### src/rtl/lzt_pkg.sv
package lzt_pkg;

  // default history depth, the farthest offset a match may reach
  localparam int LztWindow = 20;

  localparam int ByteW = 8;

  typedef enum logic [1:0] {
    ST_IDLE,
    ST_INIT,
    ST_STEP
  } lzt_state_e;

  // per-token control broadcast to every match cell
  typedef struct packed {
    logic init;   // arm cells for a new token search
    logic shift;  // compare against lookahead head, then shift chain
  } lzt_cell_ctrl_t;

endpackage

### src/rtl/lzt_match_cell.sv
module lzt_match_cell #(
  parameter int OffW    = 5,
  parameter int CellOff = 1
) (
  input  logic                    clk_i,
  input  logic                    rst_ni,
  input  lzt_pkg::lzt_cell_ctrl_t ctrl_i,
  input  logic [OffW-1:0]         hist_fill_i,
  input  logic [OffW-1:0]         step_idx_i,
  input  logic [7:0]              head_i,
  input  logic [7:0]              byte_i,
  output logic [7:0]              byte_o,
  output logic                    match_o
);
  import lzt_pkg::*;

  localparam logic [OffW-1:0] OffVal = OffW'(CellOff);

  logic [7:0] byte_q, byte_d;
  logic       alive_q, alive_d;

  // match still running after comparing this step, never past own offset
  assign match_o = alive_q && (byte_q == head_i) && (step_idx_i < OffVal);

  always_comb begin
    byte_d  = byte_q;
    alive_d = alive_q;
    if (ctrl_i.init) begin
      alive_d = (OffVal <= hist_fill_i);
    end else if (ctrl_i.shift) begin
      alive_d = match_o;
      byte_d  = byte_i;
    end
  end

  always_ff @(posedge clk_i or negedge rst_ni) begin
    if (!rst_ni) begin
      alive_q <= 1'b0;
    end else begin
      alive_q <= alive_d;
    end
  end

  always_ff @(posedge clk_i) begin
    byte_q <= byte_d;
  end

  assign byte_o = byte_q;

endmodule

### src/rtl/lzt_lookahead.sv
module lzt_lookahead #(
  parameter int Window = lzt_pkg::LztWindow
) (
  input  logic                             clk_i,
  input  logic                             rst_ni,
  input  logic                             push_i,
  input  logic [7:0]                       push_byte_i,
  input  logic                             pop_i,
  output logic [7:0]                       head_o,
  output logic [$clog2(Window+2)-1:0]      fill_o
);
  import lzt_pkg::*;

  localparam int Depth = Window + 1;
  localparam int IdxW  = $clog2(Depth);
  localparam int FillW = $clog2(Window + 2);

  logic [7:0]       buf_q [Depth];
  logic [7:0]       buf_d [Depth];
  logic [FillW-1:0] fill_q, fill_d;
  logic [IdxW-1:0]  wr_idx;

  assign wr_idx = fill_q[IdxW-1:0];

  always_comb begin
    for (int i = 0; i < Depth; i++) begin
      buf_d[i] = buf_q[i];
    end
    fill_d = fill_q;
    if (pop_i) begin
      // queue moves toward the head by one entry
      for (int i = 0; i < Depth - 1; i++) begin
        buf_d[i] = buf_q[i+1];
      end
      fill_d = fill_q - FillW'(1);
    end else if (push_i) begin
      for (int i = 0; i < Depth; i++) begin
        if (wr_idx == IdxW'(i)) begin
          buf_d[i] = push_byte_i;
        end
      end
      fill_d = fill_q + FillW'(1);
    end
  end

  always_ff @(posedge clk_i or negedge rst_ni) begin
    if (!rst_ni) begin
      fill_q <= '0;
    end else begin
      fill_q <= fill_d;
    end
  end

  always_ff @(posedge clk_i) begin
    for (int i = 0; i < Depth; i++) begin
      buf_q[i] <= buf_d[i];
    end
  end

  assign head_o = buf_q[0];
  assign fill_o = fill_q;

endmodule

### src/rtl/lz77_greedy_tokenizer_unit.sv
// channel | direction | handshake              | payload
// input   | in        | in_valid_i / in_stall_o   | data_byte_i, end_of_data_i
// output  | out       | out_valid_o / out_stall_i | match_offset_o, match_length_o,
//         |           |                           | next_byte_o, next_past_end_o,
//         |           |                           | run_last_o, stream_done_o
//
// a byte that completes no token is accepted straight from the idle state
// a token takes an arming step in ST_INIT, then compare steps in ST_STEP,
// each consuming one lookahead byte, the last one the literal unless the match
// runs to stream end; the shared compare step of the cell chain paces every token
// reset clears the fill counts and control; history and lookahead bytes are
// left as they are and are only read below the fill counts
// a stalled output transaction holds the final compare step of the next token
module lz77_greedy_tokenizer_unit #(
  parameter int WINDOW = lzt_pkg::LztWindow
) (
  input  logic                          clk_i,
  input  logic                          rst_ni,
  input  logic                          in_valid_i,
  output logic                          in_stall_o,
  input  logic [7:0]                    data_byte_i,
  input  logic                          end_of_data_i,
  output logic                          out_valid_o,
  input  logic                          out_stall_i,
  output logic [$clog2(WINDOW+1)-1:0]   match_offset_o,
  output logic [$clog2(WINDOW+1)-1:0]   match_length_o,
  output logic [7:0]                    next_byte_o,
  output logic                          next_past_end_o,
  output logic                          run_last_o,
  output logic                          stream_done_o
);
  import lzt_pkg::*;

  localparam int OffW  = $clog2(WINDOW + 1);
  localparam int FillW = $clog2(WINDOW + 2);

  lzt_state_e     state_q, state_d;
  lzt_cell_ctrl_t cell_ctrl;

  logic             flush_q, flush_d;      // end flag seen, drain lookahead
  logic [OffW-1:0]  hist_fill_q, hist_fill_d;
  logic [OffW-1:0]  step_q, step_d;        // bytes matched so far in this token
  logic [OffW-1:0]  best_off_q, best_off_d;

  logic             in_accept;
  logic             la_push, la_pop;
  logic [7:0]       la_head;
  logic [FillW-1:0] la_fill, fill_left;

  logic [WINDOW-1:0] cell_match;
  logic [7:0]        cell_byte [WINDOW];
  logic              any_match;
  logic [OffW-1:0]   far_off;

  logic             tok_done, tok_past, tok_end, out_free, step_en;
  logic [OffW-1:0]  tok_off, tok_len;

  // output register, parts the compare chain from the output side
  logic             out_valid_q, out_valid_d;
  logic [OffW-1:0]  off_q, len_q;
  logic [7:0]       nb_q;
  logic             past_q, last_q, done_q;

  // --------------------------------------------------------------------
  // lookahead queue, head feeds the compare broadcast
  // --------------------------------------------------------------------
  lzt_lookahead #(
    .Window (WINDOW)
  ) u_lookahead (
    .clk_i       (clk_i),
    .rst_ni      (rst_ni),
    .push_i      (la_push),
    .push_byte_i (data_byte_i),
    .pop_i       (la_pop),
    .head_o      (la_head),
    .fill_o      (la_fill)
  );

  // --------------------------------------------------------------------
  // cell chain: cell g sits at offset g+1 and holds that history byte;
  // every step shifts the chain by one so the head byte enters cell 0,
  // which leaves the chain holding the updated history after the token
  // --------------------------------------------------------------------
  for (genvar g = 0; g < WINDOW; g++) begin : g_cell
    logic [7:0] feed;
    if (g == 0) begin : g_first
      assign feed = la_head;
    end else begin : g_rest
      assign feed = cell_byte[g-1];
    end

    lzt_match_cell #(
      .OffW    (OffW),
      .CellOff (g + 1)
    ) u_cell (
      .clk_i       (clk_i),
      .rst_ni      (rst_ni),
      .ctrl_i      (cell_ctrl),
      .hist_fill_i (hist_fill_q),
      .step_idx_i  (step_q),
      .head_i      (la_head),
      .byte_i      (feed),
      .byte_o      (cell_byte[g]),
      .match_o     (cell_match[g])
    );
  end

  assign any_match = |cell_match;

  // all live cells share one length, so the farthest live cell wins ties
  always_comb begin
    far_off = '0;
    for (int k = 0; k < WINDOW; k++) begin
      if (cell_match[k]) begin
        far_off = OffW'(k + 1);
      end
    end
  end

  // --------------------------------------------------------------------
  // token completion
  // --------------------------------------------------------------------
  assign fill_left = la_fill - FillW'(1);
  // no cell survives this step, or the match just swallowed the lookahead
  assign tok_past  = any_match && (la_fill == FillW'(1));
  assign tok_done  = !any_match || tok_past;
  assign tok_off   = any_match ? far_off : best_off_q;
  assign tok_len   = any_match ? (step_q + OffW'(1)) : step_q;
  assign tok_end   = flush_q && (fill_left == '0);

  assign out_free  = !out_valid_q || !out_stall_i;
  assign step_en   = (state_q == ST_STEP) && (!tok_done || out_free);
  assign in_accept = in_valid_i && !in_stall_o;

  // --------------------------------------------------------------------
  // sequencer
  // --------------------------------------------------------------------
  always_comb begin
    state_d = state_q;
    case (state_q)
      ST_IDLE: begin
        if (in_accept) begin
          if (end_of_data_i || (la_fill == FillW'(WINDOW))) begin
            state_d = ST_INIT;
          end
        end
      end
      ST_INIT: begin
        state_d = ST_STEP;
      end
      ST_STEP: begin
        if (step_en && tok_done) begin
          state_d = (flush_q && !tok_end) ? ST_INIT : ST_IDLE;
        end
      end
      default: begin
        state_d = ST_IDLE;
      end
    endcase
  end

  always_comb begin
    in_stall_o      = (state_q != ST_IDLE);
    la_push         = in_accept;
    la_pop          = step_en;
    cell_ctrl.init  = (state_q == ST_INIT);
    cell_ctrl.shift = step_en;
  end

  always_comb begin
    flush_d     = flush_q;
    hist_fill_d = hist_fill_q;
    step_d      = step_q;
    best_off_d  = best_off_q;
    if (in_accept) begin
      flush_d = end_of_data_i;
    end
    if (state_q == ST_INIT) begin
      step_d     = '0;
      best_off_d = '0;
    end
    if (step_en) begin
      step_d = step_q + OffW'(1);
      if (any_match) begin
        best_off_d = far_off;
      end
      // one byte enters history per step, saturating at the window
      if (hist_fill_q != OffW'(WINDOW)) begin
        hist_fill_d = hist_fill_q + OffW'(1);
      end
      // end of stream: next byte starts an independent stream
      if (tok_done && tok_end) begin
        hist_fill_d = '0;
        flush_d     = 1'b0;
      end
    end
  end

  always_ff @(posedge clk_i or negedge rst_ni) begin
    if (!rst_ni) begin
      state_q     <= ST_IDLE;
      flush_q     <= 1'b0;
      hist_fill_q <= '0;
      step_q      <= '0;
      best_off_q  <= '0;
    end else begin
      state_q     <= state_d;
      flush_q     <= flush_d;
      hist_fill_q <= hist_fill_d;
      step_q      <= step_d;
      best_off_q  <= best_off_d;
    end
  end

  // --------------------------------------------------------------------
  // output register
  // --------------------------------------------------------------------
  always_comb begin
    out_valid_d = out_valid_q && out_stall_i;
    if (step_en && tok_done) begin
      out_valid_d = 1'b1;
    end
  end

  always_ff @(posedge clk_i or negedge rst_ni) begin
    if (!rst_ni) begin
      out_valid_q <= 1'b0;
    end else begin
      out_valid_q <= out_valid_d;
    end
  end

  always_ff @(posedge clk_i) begin
    if (step_en && tok_done) begin
      off_q  <= tok_off;
      len_q  <= tok_len;
      nb_q   <= tok_past ? 8'd0 : la_head;
      past_q <= tok_past;
      // a running stream gives one token per byte, a flush gives many
      last_q <= !flush_q || tok_end;
      done_q <= tok_end;
    end
  end

  assign out_valid_o     = out_valid_q;
  assign match_offset_o  = off_q;
  assign match_length_o  = len_q;
  assign next_byte_o     = nb_q;
  assign next_past_end_o = past_q;
  assign run_last_o      = last_q;
  assign stream_done_o   = done_q;

endmodule

### config.mk
export PLATFORM = sky130hd
export DESIGN_NAME = lz77_greedy_tokenizer_unit
export DESIGN_NICKNAME = d
export VERILOG_FILES = /design/src/rtl/lzt_pkg.sv /design/src/rtl/lzt_match_cell.sv /design/src/rtl/lzt_lookahead.sv /design/src/rtl/lz77_greedy_tokenizer_unit.sv
export SDC_FILE = /design/constraint.sdc
export NUM_CORES = 1
export LEC_CHECK = 0
export BUFFER_PORTS_ARGS = -buffer_cell sky130_fd_sc_hd__buf_2
export CORE_MARGIN = 4
export CORE_UTILIZATION = 30
export DETAILED_ROUTE_END_ITERATION = 10
export GPL_TIMING_DRIVEN = 0
export PLACE_DENSITY = 0.5
export SLEW_MARGIN = 40
export SYNTH_ARGS = -nofsm -noshare
export SYNTH_HDL_FRONTEND = slang
export SYNTH_HIERARCHICAL = 1
export SYNTH_SLANG_ARGS = --single-unit
### constraint.sdc
create_clock -name clk_i -period 3.9 [get_ports clk_i]
set_input_delay 0.39 -clock clk_i [delete_from_list [all_inputs] [get_ports clk_i]]
set_output_delay 0.39 -clock clk_i [all_outputs]
set_load 0.02 [all_outputs]
; Word level (Yosys, flattened, before mapping)
; Memories as Yosys holds them, arrays and structs flattened.
; Index checks and enable logic that the tools add are counted.
[word_totals]
n_memories = 1
register_bits = 225
elab_cells = 320
ram_bits = 168
inputBits = 13
[op_classes]
add_sub_neg = 4
n_reduce_logical = 71
mux = 104
order_cmp = 40
bitwise = 1
eq_ne = 46
[memory_table]
columns = name, words, word_bits, rd, rd_clocked_by_memory_dff, write_ports, line
row1 = u_lookahead.buf_q, 21, 8, 21, 0, 21, lzt_lookahead.sv:18  ; logic [7:0] buf_q [Depth];
[ops]
columns = cell, count
row1 = $mux 8, 22
row2 = $mux 168, 1
row3 = $eq 8x8->1, 20
row4 = $mux 160, 1
row5 = $mux 5, 28
row6 = $logic_and 1x1->1, 48
row7 = $mux 1, 46
row8 = $eq 5x4->1 const B, 8
row9 = $le 4x5->1 const A, 8
row10 = $lt 5x4->1 const B, 8
row11 = $eq 5x5->1 const B, 5
row12 = $le 5x5->1 const A, 5
row13 = $lt 5x5->1 const B, 5
row14 = $eq 5x3->1 const B, 4
row15 = $le 3x5->1 const A, 4
row16 = $lt 5x3->1 const B, 4
row17 = $reduce_or 20->1, 1
row18 = $add 5x1->5 const B, 3
row19 = $eq 5x2->1 const B, 2
row20 = $le 2x5->1 const A, 2
row21 = $logic_not 5->1, 2
row22 = $lt 5x2->1 const B, 2
row23 = $mux 2, 5
row24 = $reduce_bool 2->1, 4
row25 = other kinds (16), 28

; Logic depth before layout (Yosys ltp)
; Gate-level depths: netlist (run 1).
; An unclocked memory read counts as a cell.
[logic_depth]
depth_word = 26
depth_mapped = 15
mapped_depth_nobuf = 12

; Cells and area by module
; The synthesis (run 1) kept the hierarchy.
[modules_own_cells]
columns = mod, n_inst, cells_each, area_per_inst_um2, seq_area_each_um2
row1 = lzt_lookahead, 1, 606, 7056.8, 5170.0
row2 = lz77_greedy_tokenizer_unit, 1, 193, 2052.0, 1106.1
row3 = lzt_match_cell at g_cell[16].u_cell, 1, 30, 439.2, 265.3
row4 = lzt_match_cell at g_cell[5].u_cell, 1, 28, 436.7, 265.3
row5 = lzt_match_cell at g_cell[10].u_cell, 1, 31, 434.2, 265.3
row6 = lzt_match_cell at g_cell[0].u_cell, 1, 28, 429.2, 265.3
row7 = lzt_match_cell at g_cell[2].u_cell, 1, 27, 425.4, 265.3
row8 = lzt_match_cell at g_cell[17].u_cell, 1, 28, 421.7, 265.3
row9 = lzt_match_cell at g_cell[15].u_cell, 1, 27, 420.4, 265.3
row10 = lzt_match_cell at g_cell[8].u_cell, 1, 28, 419.2, 265.3
row11 = lzt_match_cell at g_cell[12].u_cell, 1, 29, 417.9, 265.3
row12 = lzt_match_cell at g_cell[4].u_cell, 1, 32, 416.6, 265.3
row13 = lzt_match_cell at g_cell[18].u_cell, 1, 29, 415.4, 265.3
row14 = lzt_match_cell at g_cell[14].u_cell, 1, 28, 414.1, 265.3
row15 = 8 more rows, n/a, n/a, n/a, n/a

; Worst setup path after synthesis (run 1)
; OpenSTA, ideal clock, no wires.
[synth_path]
kind = reg-to-reg
startpoint = reg, netlist name step_q[3]
endpoint = mem u_lookahead.buf_q[20][0], in the netlist u_lookahead/buf_q[2][32], enable pin
required_ps = 3505
arrival_ps = 3553
setup_slack_ps = -47
setup_ps = 395
synth_period_minus_slack_ps = 3947
n_path_buf = 3
path_stages_with_launch = 12
cell_sequence = dfrtp_1 o31a_1 nor4b_2 and3_1 nor4_1 and4_2 a31o_4 inv_2 buf_6 buf_2 buf_2 nor4_1
[synth_rtl]
columns = item, line
row1 = to (decl), lzt_lookahead.sv:18

==> results.json, run 1 <==
{
  "outcome": "finished, final reports clean",
  "start_util_pct": 30.29,
  "critPathBufInv": 4,
  "diodes": 0,
  "drt_wl_total_um": 46260,
  "p_clk_share_pct": 24.5,
  "crit_chain": "or4b_4, a2111oi_4, nor3_1, and4_2, a31o_4, inv_4, buf_12, buf_6, clkinvlp_4, o21ai_2",
  "synth_flop_cell": "edfxtp_1",
  "syn_inst": 1372,
  "max_stage_delay_ps": 620,
  "cts_tree": "built",
  "maxCapViolCount": 0,
  "p_per_area_nw_per_um2": 784.4,
  "wire_per_inst_um": 20.39,
  "min_from": "data_byte_i[0]",
  "core.rowCount": 88,
  "firstDrtPassIters": 5,
  "grt_pass1_wl_um": 69420,
  "yosys.area.top_type": "edfxtp_1",
  "crit_required_ps": 4110,
  "routed_via_density": 4.833,
  "die_width_um": 249.1,
  "worstMarginPinSlew_ps": 863.7,
  "cp.arrival_ps": 3970,
  "dpl.hpwl_um": 28730,
  "ant_nets": 0,
  "die_h_um": 249.1,
  "yosys_warnings": 6,
  "grt_max_degree": 52,
  "tns_ps": 0,
  "final_cell_mix": "nand2_1, edfxtp_1, xor2_1",
  "final_nets": 1493,
  "area_growth_pct": 18.08,
  "die_area_um2": 62070,
  "path_class": "reg -> reg",
  "pre_cts_ws_ps": -809.9,
  "setup_viol": 0,
  "cts_buffers": 44,
  "crit_fanout": 13,
  "synth_nets": 1394,
  "drv_slew": 0,
  "gr-total-overflow": 0,
  "synth_area_per_cell_um2": 12.71,
  "htreeDepth": 2,
  "yosysTopAreaCellShare_pct": 60.08,
  "hold_slack_ps": 33.09,
  "peakVddDrop_uv": 327.1,
  "fin_crit_sh_pct": 96.62,
  "drive_gt1_share_pct": 16.36,
  "p_sw_share_pct": 35.26,
  "layout_commonest_cell": "nand2_1",
  "crit_start": "step_q[3]$_DFFE_PN0P_",
  "drtIter0Drc": 861,
  "cp_top_family": "simple AND/OR/NAND/NOR gates",
  "p_leak_nw": 7.753,
  "synth_cell_types": 81,
  "post-route-min-period_ps": 3768,
  "clk_pin_slew_ps": 60,
  "netlist_area_um2": 17440,
  "synth_seq_area_share_pct": 66.39,
  "final_hold_viol_count": 0,
  "cp-start-kind": "register",
  "relSlewSlack_pct": 42.42,
  "worstSkewPairLatency_ps": 580,
  "ios": 36,
  "drc_errors": 0,
  "synth_edf_count": 349,
  "intPower_mw": 10.46,
  "power_frac_comb_pct": 29.8,
  "r2r_start": "step_q[3]$_DFFE_PN0P_",
  "grt_usage_pct": 14.42,
  "crit_slowest_cell": "dfrtp_4",
  "synth_seq_cells": 393,
  "grt_pass1_vias": 11130,
  "skew_ps": 28.81,
  "async_reset_ff_share_pct": 11.20,
  "synth.area.top_cells": "edfxtp_1, nand2_1, dfrtp_1",
  "io_buffers": 35,
  "reg2regPathDepth": 10,
  "min_path_type": "in -> reg",
  "utilization_pct": 35.77,
  "end_kind": "register",
  "path_depth": 10,
  "clockRootBuffer": "clkbuf_16",
  "hold_path_depth": 1,
  "power.switching_mw": 5.697,
  "dr_total_vias": 10970,
  "p_seq_share_pct": 45.8,
  "globalplace.congestion": 0.8264,
  "ctsLongestPathBuffers": 3,
  "antenna_found_initial": 0,
  "fin_ws_ps": 131.6,
  "fmax_mhz": 265.4,
  "cts.sink_count": 393,
  "core_area_um2": 57590
}
==> through the flow <==
stage | instances | cell area (um2) | power, mW
floorplan | 1372 | 17450 | 10.24
global placement | 2172 | 18580 | 11.81
detailed placement | 2175 | 18680 | 11.95
CTS | 2265 | 20430 | 16.20
global route | 2269 | 20600 | 17.05
finish | 2269 | 20600 | 16.16
==> what timing repair did <==
item	CTS	global route
pin swaps	2	4
resized for setup	89	30
buffers inserted	4	2
endpoints found under the setup margin	506	477
cloned	0	2
hold buffers	7	0
hold endpoints to repair	50	0
==> registers in the layout, summed over array words and instances, names as in the netlist, 2 cells and up <==
register	count
u_lookahead/fill_o	5
g_cell.u_cell/alive_q	20
match_offset_o	5
next_byte_o	8
state_q	2
g_cell.u_cell/byte_o	160
step_q	5
u_lookahead/buf_q	168
match_length_o	5
best_off_q	5
hist_fill_q	5
==> synthesized netlist by cell type, types with 12 or more instances <==
| library cell | instances |
|---|---|
| nor4_1 | 15 |
| nor3b_1 | 13 |
| clkbuf_1 | 20 |
| inv_1 | 21 |
| dfrtp_1 | 44 |
| xnor2_1 | 71 |
| xor2_1 | 96 |
| nand4_1 | 20 |
| nand3_1 | 26 |
| nor3_1 | 19 |
| a21o_1 | 18 |
| nand2_1 | 365 |
| nand2b_1 | 13 |
| nor2b_1 | 31 |
| edfxtp_1 | 349 |
| nor4_2 | 12 |
| a21oi_1 | 22 |
| o21ai_0 | 19 |
| nor2_1 | 41 |
| buf_2 | 18 |
==> area by class of cell <==
| type | instances | area (um2) |
|---|---|---|
| clock inverters | 10 | 101.3 |
| multi-input cells | 906 | 5737 |
| repair buffers | 53 | 436.7 |
| inverters | 22 | 91.34 |
| well taps | 765 | 957.2 |
| fillers | 5575 | 36990 |
| plain buffers | 51 | 426.7 |
| flip-flops and latches | 393 | 11600 |
| clock buffers | 69 | 1246 |
==> cell families (layout without fill, tap and decap cells) <==
family                     count (synthesis)  after routing  synth area share [%]
DFF                                      393            393                 66.39
xor gates and xnor gates                 169            169                 8.571
muxes                                      5              5                0.2941
buffers and inverters                     73            205                 2.030
and+or+nand+nor                          597            597                 16.52
AOI/OAI and AO/OA                        126            126                 5.552
adders and majority gates                  9              9                0.6455
==> power by group through the flow <==
stage / combinational (mW) / sequential [mW] / clock (mW)
after floorplan: 3.07 / 7.17 / 0
after global placement: 4.34 / 7.47 / 0
after detailed placement: 4.48 / 7.47 / 0
after CTS: 4.73 / 7.40 / 4.07
after global routing: 5.28 / 7.53 / 4.24
final: 4.81 / 7.39 / 3.95
==> worst paths after layout <==
| kind | endpoint | slack [ps] |
|---|---|---|
| max | u_lookahead/buf_q[2][5]$_DFFE_PP_ | 130 |
| min | u_lookahead/buf_q[2][32]$_DFFE_PP_ | 30 |
| max reg2reg | u_lookahead/buf_q[2][5]$_DFFE_PP_ | 130 |
| min reg2reg | g_cell[1].u_cell/byte_o[7]$_DFFE_PP_ | 450 |
| max in group asynchronous | step_q[3]$_DFFE_PN0P_ | 2960 |
| min in group asynchronous | g_cell[15].u_cell/alive_q$_DFFE_PN0P_ | 390 |
==> per-layer routing <==
layer	part of all wire, %	vias to the layer above	GRT usage [%]
met1	46	5528	20.29
li1	-	5094	-
met4	2.4	0	4.080
met3	4.7	79	2.161
met2	47	265	23.34
met5	0	-	0
(Power assumes the default switching activity.)
==> run 2, diff against run 1 <==
==> constraint.sdc (replaced) <==
create_clock -name clk_i -period 3.4 [get_ports clk_i]
set_input_delay 0.34 -clock clk_i [delete_from_list [all_inputs] [get_ports clk_i]]
set_output_delay 0.34 -clock clk_i [all_outputs]
set_load 0.01 [all_outputs]
==> run 2 against run 1 <==
Setup slack got worse by 120 ps. Die area did not move. Clock skew rose by 14 ps. Non-clock buffer count up 40. Critical path type unchanged. Sequential share of layout area is 2.7 points lower. Clock power increased by 16%. Worst hold slack improved by 52 ps. Critical endpoint is now u_lookahead/fill_o[4]$_DFFE_PN0P_. Register-to-register slack worse by 120 ps. Via count increased by 2.4%.
==> results.json, run 2 (same netlist as run 1, synthesis figures left out) <==
{
  "core_area_um2": 57590,
  "p_leak_nw": 8.175,
  "end_kind": "register",
  "cts.sink_count": 393,
  "utilization_pct": 37.57,
  "top_register": "u_lookahead/buf_q",
  "cp.arrival_ps": 3830,
  "crit_required_ps": 3840,
  "dpl.hpwl_um": 28710,
  "fmax_mhz": 295.5,
  "clk_pin_slew_ps": 60,
  "cp-start-kind": "register",
  "finalInstanceArea_um2": 21640,
  "wire_per_inst_um": 20.78,
  "drc_errors": 0,
  "grt_usage_pct": 14.85,
  "firstDrtPassIters": 4,
  "die_area_um2": 62070,
  "drv_slew": 0,
  "post-route-min-period_ps": 3384,
  "ant_nets": 0,
  "largest_register_ffs": 168,
  "start_util_pct": 30.29,
  "grt_pass1_wl_um": 71100,
  "min_path_type": "in -> reg",
  "clockRootBuffer": "clkbuf_16",
  "io_buffers": 35,
  "crit_fanout": 6,
  "dr_total_vias": 11230,
  "drive_gt1_share_pct": 21.37,
  "skew_ps": 42.49,
  "fin_crit_sh_pct": 99.54,
  "grt_setup_unrepaired": "true",
  "grt_pass1_vias": 11040,
  "worstSkewPairLatency_ps": 590,
  "power_mw": 19.39,
  "grt_max_degree": 49,
  "routed_via_density": 4.862,
  "path_class": "reg -> reg",
  "area_growth_pct": 24.04,
  "antenna_found_initial": 1,
  "cts_buffers": 44,
  "diodes": 0,
  "cts_tree": "built",
  "htreeDepth": 2,
  "final_nets": 1534,
  "ios": 36,
  "globalplace.congestion": 0.8050,
  "final_hold_viol_count": 0,
  "peakVddDrop_uv": 377.7,
  "num-fill-cells": 5482,
  "post_dp_cell_area_um2": 18680,
  "ctsLongestPathBuffers": 3,
  "outcome": "finished, final reports clean",
  "die_width_um": 249.1,
  "drt_wl_total_um": 47990,
  "relSlewSlack_pct": 45.46,
  "final_cell_mix": "nand2_1, edfxtp_1, xor2_1",
  "p_per_area_nw_per_um2": 896.3,
  "die_h_um": 249.1,
  "core.rowCount": 88,
  "setup_viol": 0,
  "drtIter0Drc": 893,
  "maxCapViolCount": 0,
  "layout_commonest_cell": "nand2_1",
  "gr-total-overflow": 0,
  "worstMarginPinSlew_ps": 813.7
}
run 2: area by class of cell:
| class | instances | area, um2 | area share [%] |
|---|---|---|---|
| Sequential cell | 393 | 11600 | 53.61 |
| Clock inverter | 20 | 175.2 | 0.8096 |
| Multi-Input combinational cell | 907 | 6150 | 28.42 |
| Clock buffer | 58 | 1184 | 5.470 |
| Tap cell | 765 | 957.2 | 4.424 |
| Inverter | 22 | 101.3 | 0.4684 |
| Timing Repair Buffer | 93 | 874.6 | 4.042 |
| Buffer | 51 | 595.6 | 2.753 |
run 2: worst paths after layout:
check | startpoint | to | slack, ps | cells past startpoint
worst max-delay path | u_lookahead/buf_q[0][2]$_DFFE_PP_ | u_lookahead/fill_o[4]$_DFFE_PN0P_ | 20 | 16
worst min-delay path | end_of_data_i | flush_q$_DFF_PN0_ | 90 | 3
worst max register to register | u_lookahead/buf_q[0][2]$_DFFE_PP_ | u_lookahead/fill_o[4]$_DFFE_PN0P_ | 20 | 16
worst min register to register | g_cell[9].u_cell/byte_o[7]$_DFFE_PP_ | g_cell[10].u_cell/byte_o[7]$_DFFE_PP_ | 440 | 0
max in group asynchronous | rst_ni | step_q[3]$_DFFE_PN0P_ | 2510 | 2
min in group asynchronous | rst_ni | g_cell[15].u_cell/alive_q$_DFFE_PN0P_ | 310 | 2
run 2: critical path: stages (launching register included):
cell        delay [ps]
edfxtp_1           440
buf_12             160
buf_12             140
xnor2_2            110
nand4_1            100
or4b_4             560
nor2_4             180
nor4_4              70
and4_4             230
a31o_4             270
clkinv_8            70
buf_12             130
buf_12             130
clkinvlp_4          90
buf_6              130
or3_4              320
o211a_1            110
run 2: timing repair:
action / in CTS / in global routing
endpoints found under the setup margin: 534 / 516
gates resized for setup: 196 / 58
hold buffers: 9 / 0
buffers inserted: 19 / 21
cloned: 7 / 3
hold endpoints to repair: 52 / 0
pin swaps: 7 / 24
run 2: report_power, final:
part           internal, mW  total, mW  switching (mW)
Clock                  2.61       4.58            1.97
Sequential             7.43       8.52            1.09
Combinational          2.52       6.30            3.79
Total                  12.5       19.4            6.84
run 2: per-layer routing:
metal	up-vias	GRT usage (%)	routed length [um]
li1	5180	-	-
met1	5685	21.30	22550
met2	292	23.28	21880
met3	68	2.401	2464
met4	2	4.495	1087
met5	-	0	8
run 2: through the flow:
step | TNS (ps) | std cells | hold WS [ps] | setup slack [ps]
after global placement | -469880 | 2172 | 451.6 | -1209
after detailed placement | -432870 | 2173 | 413.2 | -1114
after global routing | -7494 | 2309 | 103.1 | -88.19
after floorplan | 0 | 1372 | 44.41 | 19.39
final | 0 | 2309 | 85.05 | 15.63
after CTS | -228.4 | 2286 | 62.20 | -38.34
==> run 3, diff against run 2 <==
Settings changed: ABC_AREA set to 1.
==> run 3 against run 2 <==
Sequential power is 8.1% higher. Wire length is 4.3% higher. Global-route usage is 0.38 points lower. Non-clock buffer count is 38 lower. Register-to-register slack better by 190 ps. Cell count is 33% higher. Cell area is 4.7% higher. Count of clock-buffer cells in the layout is 2 higher. Setup slack better by 190 ps.
==> results.json, run 3 <==
{
  "p_seq_share_pct": 42.2,
  "maxCapViolCount": 0,
  "fmax_mhz": 313.1,
  "clockRootBuffer": "clkbuf_16",
  "synth_nets": 2108,
  "layout.cells.non_filler": 3073,
  "grt_pass1_wl_um": 77000,
  "fin_crit_sh_pct": 93.93,
  "finalInstanceArea_um2": 22660,
  "crit_start": "step_q[3]$_DFFE_PN0P_",
  "netlist_area_um2": 19290,
  "wire_per_inst_um": 16.28,
  "min_from": "in_valid_i",
  "ios": 36,
  "peakVddDrop_uv": 464.9,
  "synth_flop_cell": "edfxtp_1",
  "post-route-min-period_ps": 3194,
  "dpl.hpwl_um": 31630,
  "gr-total-overflow": 0,
  "ant_nets": 0,
  "synth.area.top_cells": "edfxtp_1, nand2_1, inv_1",
  "power.switching_mw": 8.567,
  "synth_area_per_cell_um2": 9.246,
  "globalplace.congestion": 0.8192,
  "power_mw": 21.83,
  "synth_seq_cells": 393,
  "top_register": "u_lookahead/buf_q",
  "drtIter0Drc": 1129,
  "end_kind": "register",
  "layout_commonest_cell": "nand2_1",
  "die_width_um": 261.6,
  "min_path_type": "in -> reg",
  "outcome": "finished, final reports clean",
  "largest_register_ffs": 168,
  "pre_cts_ws_ps": -1091,
  "ctsLongestPathBuffers": 3,
  "r2r_start": "step_q[3]$_DFFE_PN0P_",
  "p_clk_share_pct": 21.0,
  "wl_met1_um": 22750,
  "intPower_mw": 13.26,
  "cts.sink_count": 393,
  "p_per_area_nw_per_um2": 963.3,
  "synth.most_common_cell": "nand2_1",
  "final_cell_mix": "nand2_1, edfxtp_1, inv_1",
  "yosys.area.top_type": "edfxtp_1",
  "dr_total_vias": 13740,
  "worstSkewPairLatency_ps": 580,
  "synth_cell_types": 57,
  "io_buffers": 35,
  "start_util_pct": 30.46,
  "worstMarginPinSlew_ps": 771.8,
  "placed_cells": 2974,
  "grt_usage_pct": 14.46,
  "routed_via_density": 4.473,
  "relSlewSlack_pct": 48.54,
  "grt_setup_unrepaired": "false",
  "wl_met3_um": 2619,
  "core_area_um2": 63310,
  "dr.max_layer_used": "met4",
  "grt_max_degree": 49,
  "skew_ps": 42.83,
  "drive_gt1_share_pct": 13.38,
  "cp-start-kind": "register",
  "async_reset_ff_share_pct": 11.20,
  "drt_wl_total_um": 50030,
  "yosys_warnings": 6,
  "p_leak_nw": 10.15,
  "final_hold_viol_count": 0,
  "power_frac_comb_pct": 36.8,
  "hold_slack_ps": 217.1,
  "drc_errors": 0,
  "synth_seq_area_share_pct": 60.05,
  "drv_slew": 0,
  "die_area_um2": 68410,
  "p_sw_share_pct": 39.25,
  "crit_fanout": 21,
  "wl_met2_um": 23770,
  "area_growth_pct": 17.48,
  "grt_pass1_vias": 13420,
  "cts_tree": "built",
  "cp.arrival_ps": 3480,
  "syn_inst": 2086,
  "crit_required_ps": 3690,
  "setup_viol": 0,
  "antenna_found_initial": 0,
  "clk_pin_slew_ps": 60,
  "post_dp_cell_area_um2": 20740,
  "path_class": "reg -> reg",
  "die_h_um": 261.6,
  "core.rowCount": 92,
  "firstDrtPassIters": 5,
  "cts_buffers": 45,
  "yosysTopAreaCellShare_pct": 54.34,
  "final_nets": 2216,
  "synth_edf_count": 349,
  "fin_ws_ps": 206.5,
  "htreeDepth": 2,
  "synth_commonest_cells": "nand2_1, edfxtp_1, inv_1, nor2_1, nand3_1",
  "diodes": 0
}
## run 3: cell types whose count changed in the layout (fill, tap and decap cells not counted), moves of 16 or more
cell / previous run / this run
o21ai_2: 0 / 16
nor2_1: 28 / 141
buf_4: 34 / 13
xnor2_1: 68 / 37
nand2_1: 359 / 775
xor2_1: 91 / 11
inv_1: 19 / 330
nand3_1: 26 / 62
nor2_2: 5 / 44
## run 3: logic make-up after synthesis
family	Yosys count	synth area share (%)
AND/OR/NAND/NOR	1139	25.35
multiplexers	1	0.05190
adder cells (fa/ha/maj)	9	0.5839
XOR/XNOR	49	2.264
flip-flops	393	60.05
AO/OA/AOI/OAI	101	3.055
buffers and inverters	394	8.647
## run 3: worst paths after layout
kind | endpoint | slack (ps) | cells past startpoint
setup reg to reg | u_lookahead/buf_q[1][10]$_DFFE_PP_ | 210 | 17
hold reg to reg | g_cell[16].u_cell/byte_o[7]$_DFFE_PP_ | 450 | 0
min in group asynchronous | g_cell[5].u_cell/alive_q$_DFFE_PN0P_ | 350 | 2
setup / recovery | u_lookahead/buf_q[1][10]$_DFFE_PP_ | 210 | 17
max in group asynchronous | step_q[4]$_DFFE_PN0P_ | 2520 | 2
hold / removal | flush_q$_DFF_PN0_ | 220 | 5
## run 3: power groups by stage
stage	Combinational (mW)	Sequential, mW	Clock [mW]
3_5_place_dp	7.54	9.27	0
6_report	8.02	9.21	4.59
4_1_cts	7.88	9.23	4.72
5_1_grt	9.02	9.43	4.93
3_3_place_gp	7.14	9.27	0
2_1_floorplan	5.22	8.81	0
## run 3: routing by layer
| metal | vias up | track usage (%) |
|---|---|---|
| li1 | 6777 | - |
| met1 | 6578 | 19.69 |
| met2 | 326 | 24.42 |
| met3 | 63 | 2.292 |
| met4 | 0 | 3.292 |
| met5 | - | 0 |
## run 3: cell type report
cell class / count / area [um2]
Buffer: 46 / 501.7
Clock buffer: 60 / 1244
Clock inverter: 20 / 126.4
Fill cell: 6357 / 40650
Inverter: 347 / 1354
Multi-Input combinational cell: 1299 / 6231
Sequential cell: 393 / 11600
Tap cell: 846 / 1059
Timing Repair Buffer: 60 / 519.2
Timing Repair inverter: 2 / 22.52
## run 3: repair_timing
item                                   in CTS  in global routing
cloned                                      2                  2
resized for setup                          55                 41
setup buffers                               7                  1
pin swaps                                   4                  2
setup endpoints to repair                 539                458
endpoints found under the hold margin      53                  0
hold buffers                               10                  0
## run 3: metrics by stage
stage | util (%) | setup TNS, ps
6_report | 35.79 | 0
5_1_grt | 35.79 | 0
4_1_cts | 35.54 | 0
3_5_place_dp | 32.76 | -288830
3_3_place_gp | 32.42 | -411650
2_1_floorplan | - | 0
## run 3: critical path: stages (launching register included)
cell and delay, ps:
dfrtp_4 660, inv_1 80, nor2_1 140, nor2_2 40, nand2_1 60, nor2_2 40, and2_1 170, nor4_2 370
and2_2 260, nand3_4 120, nand2_4 110, nand2_4 60, nand2_8 140, clkinv_16 110, clkinv_8 90, clkbuf_16 160
o21ai_2 50, buf_4 200
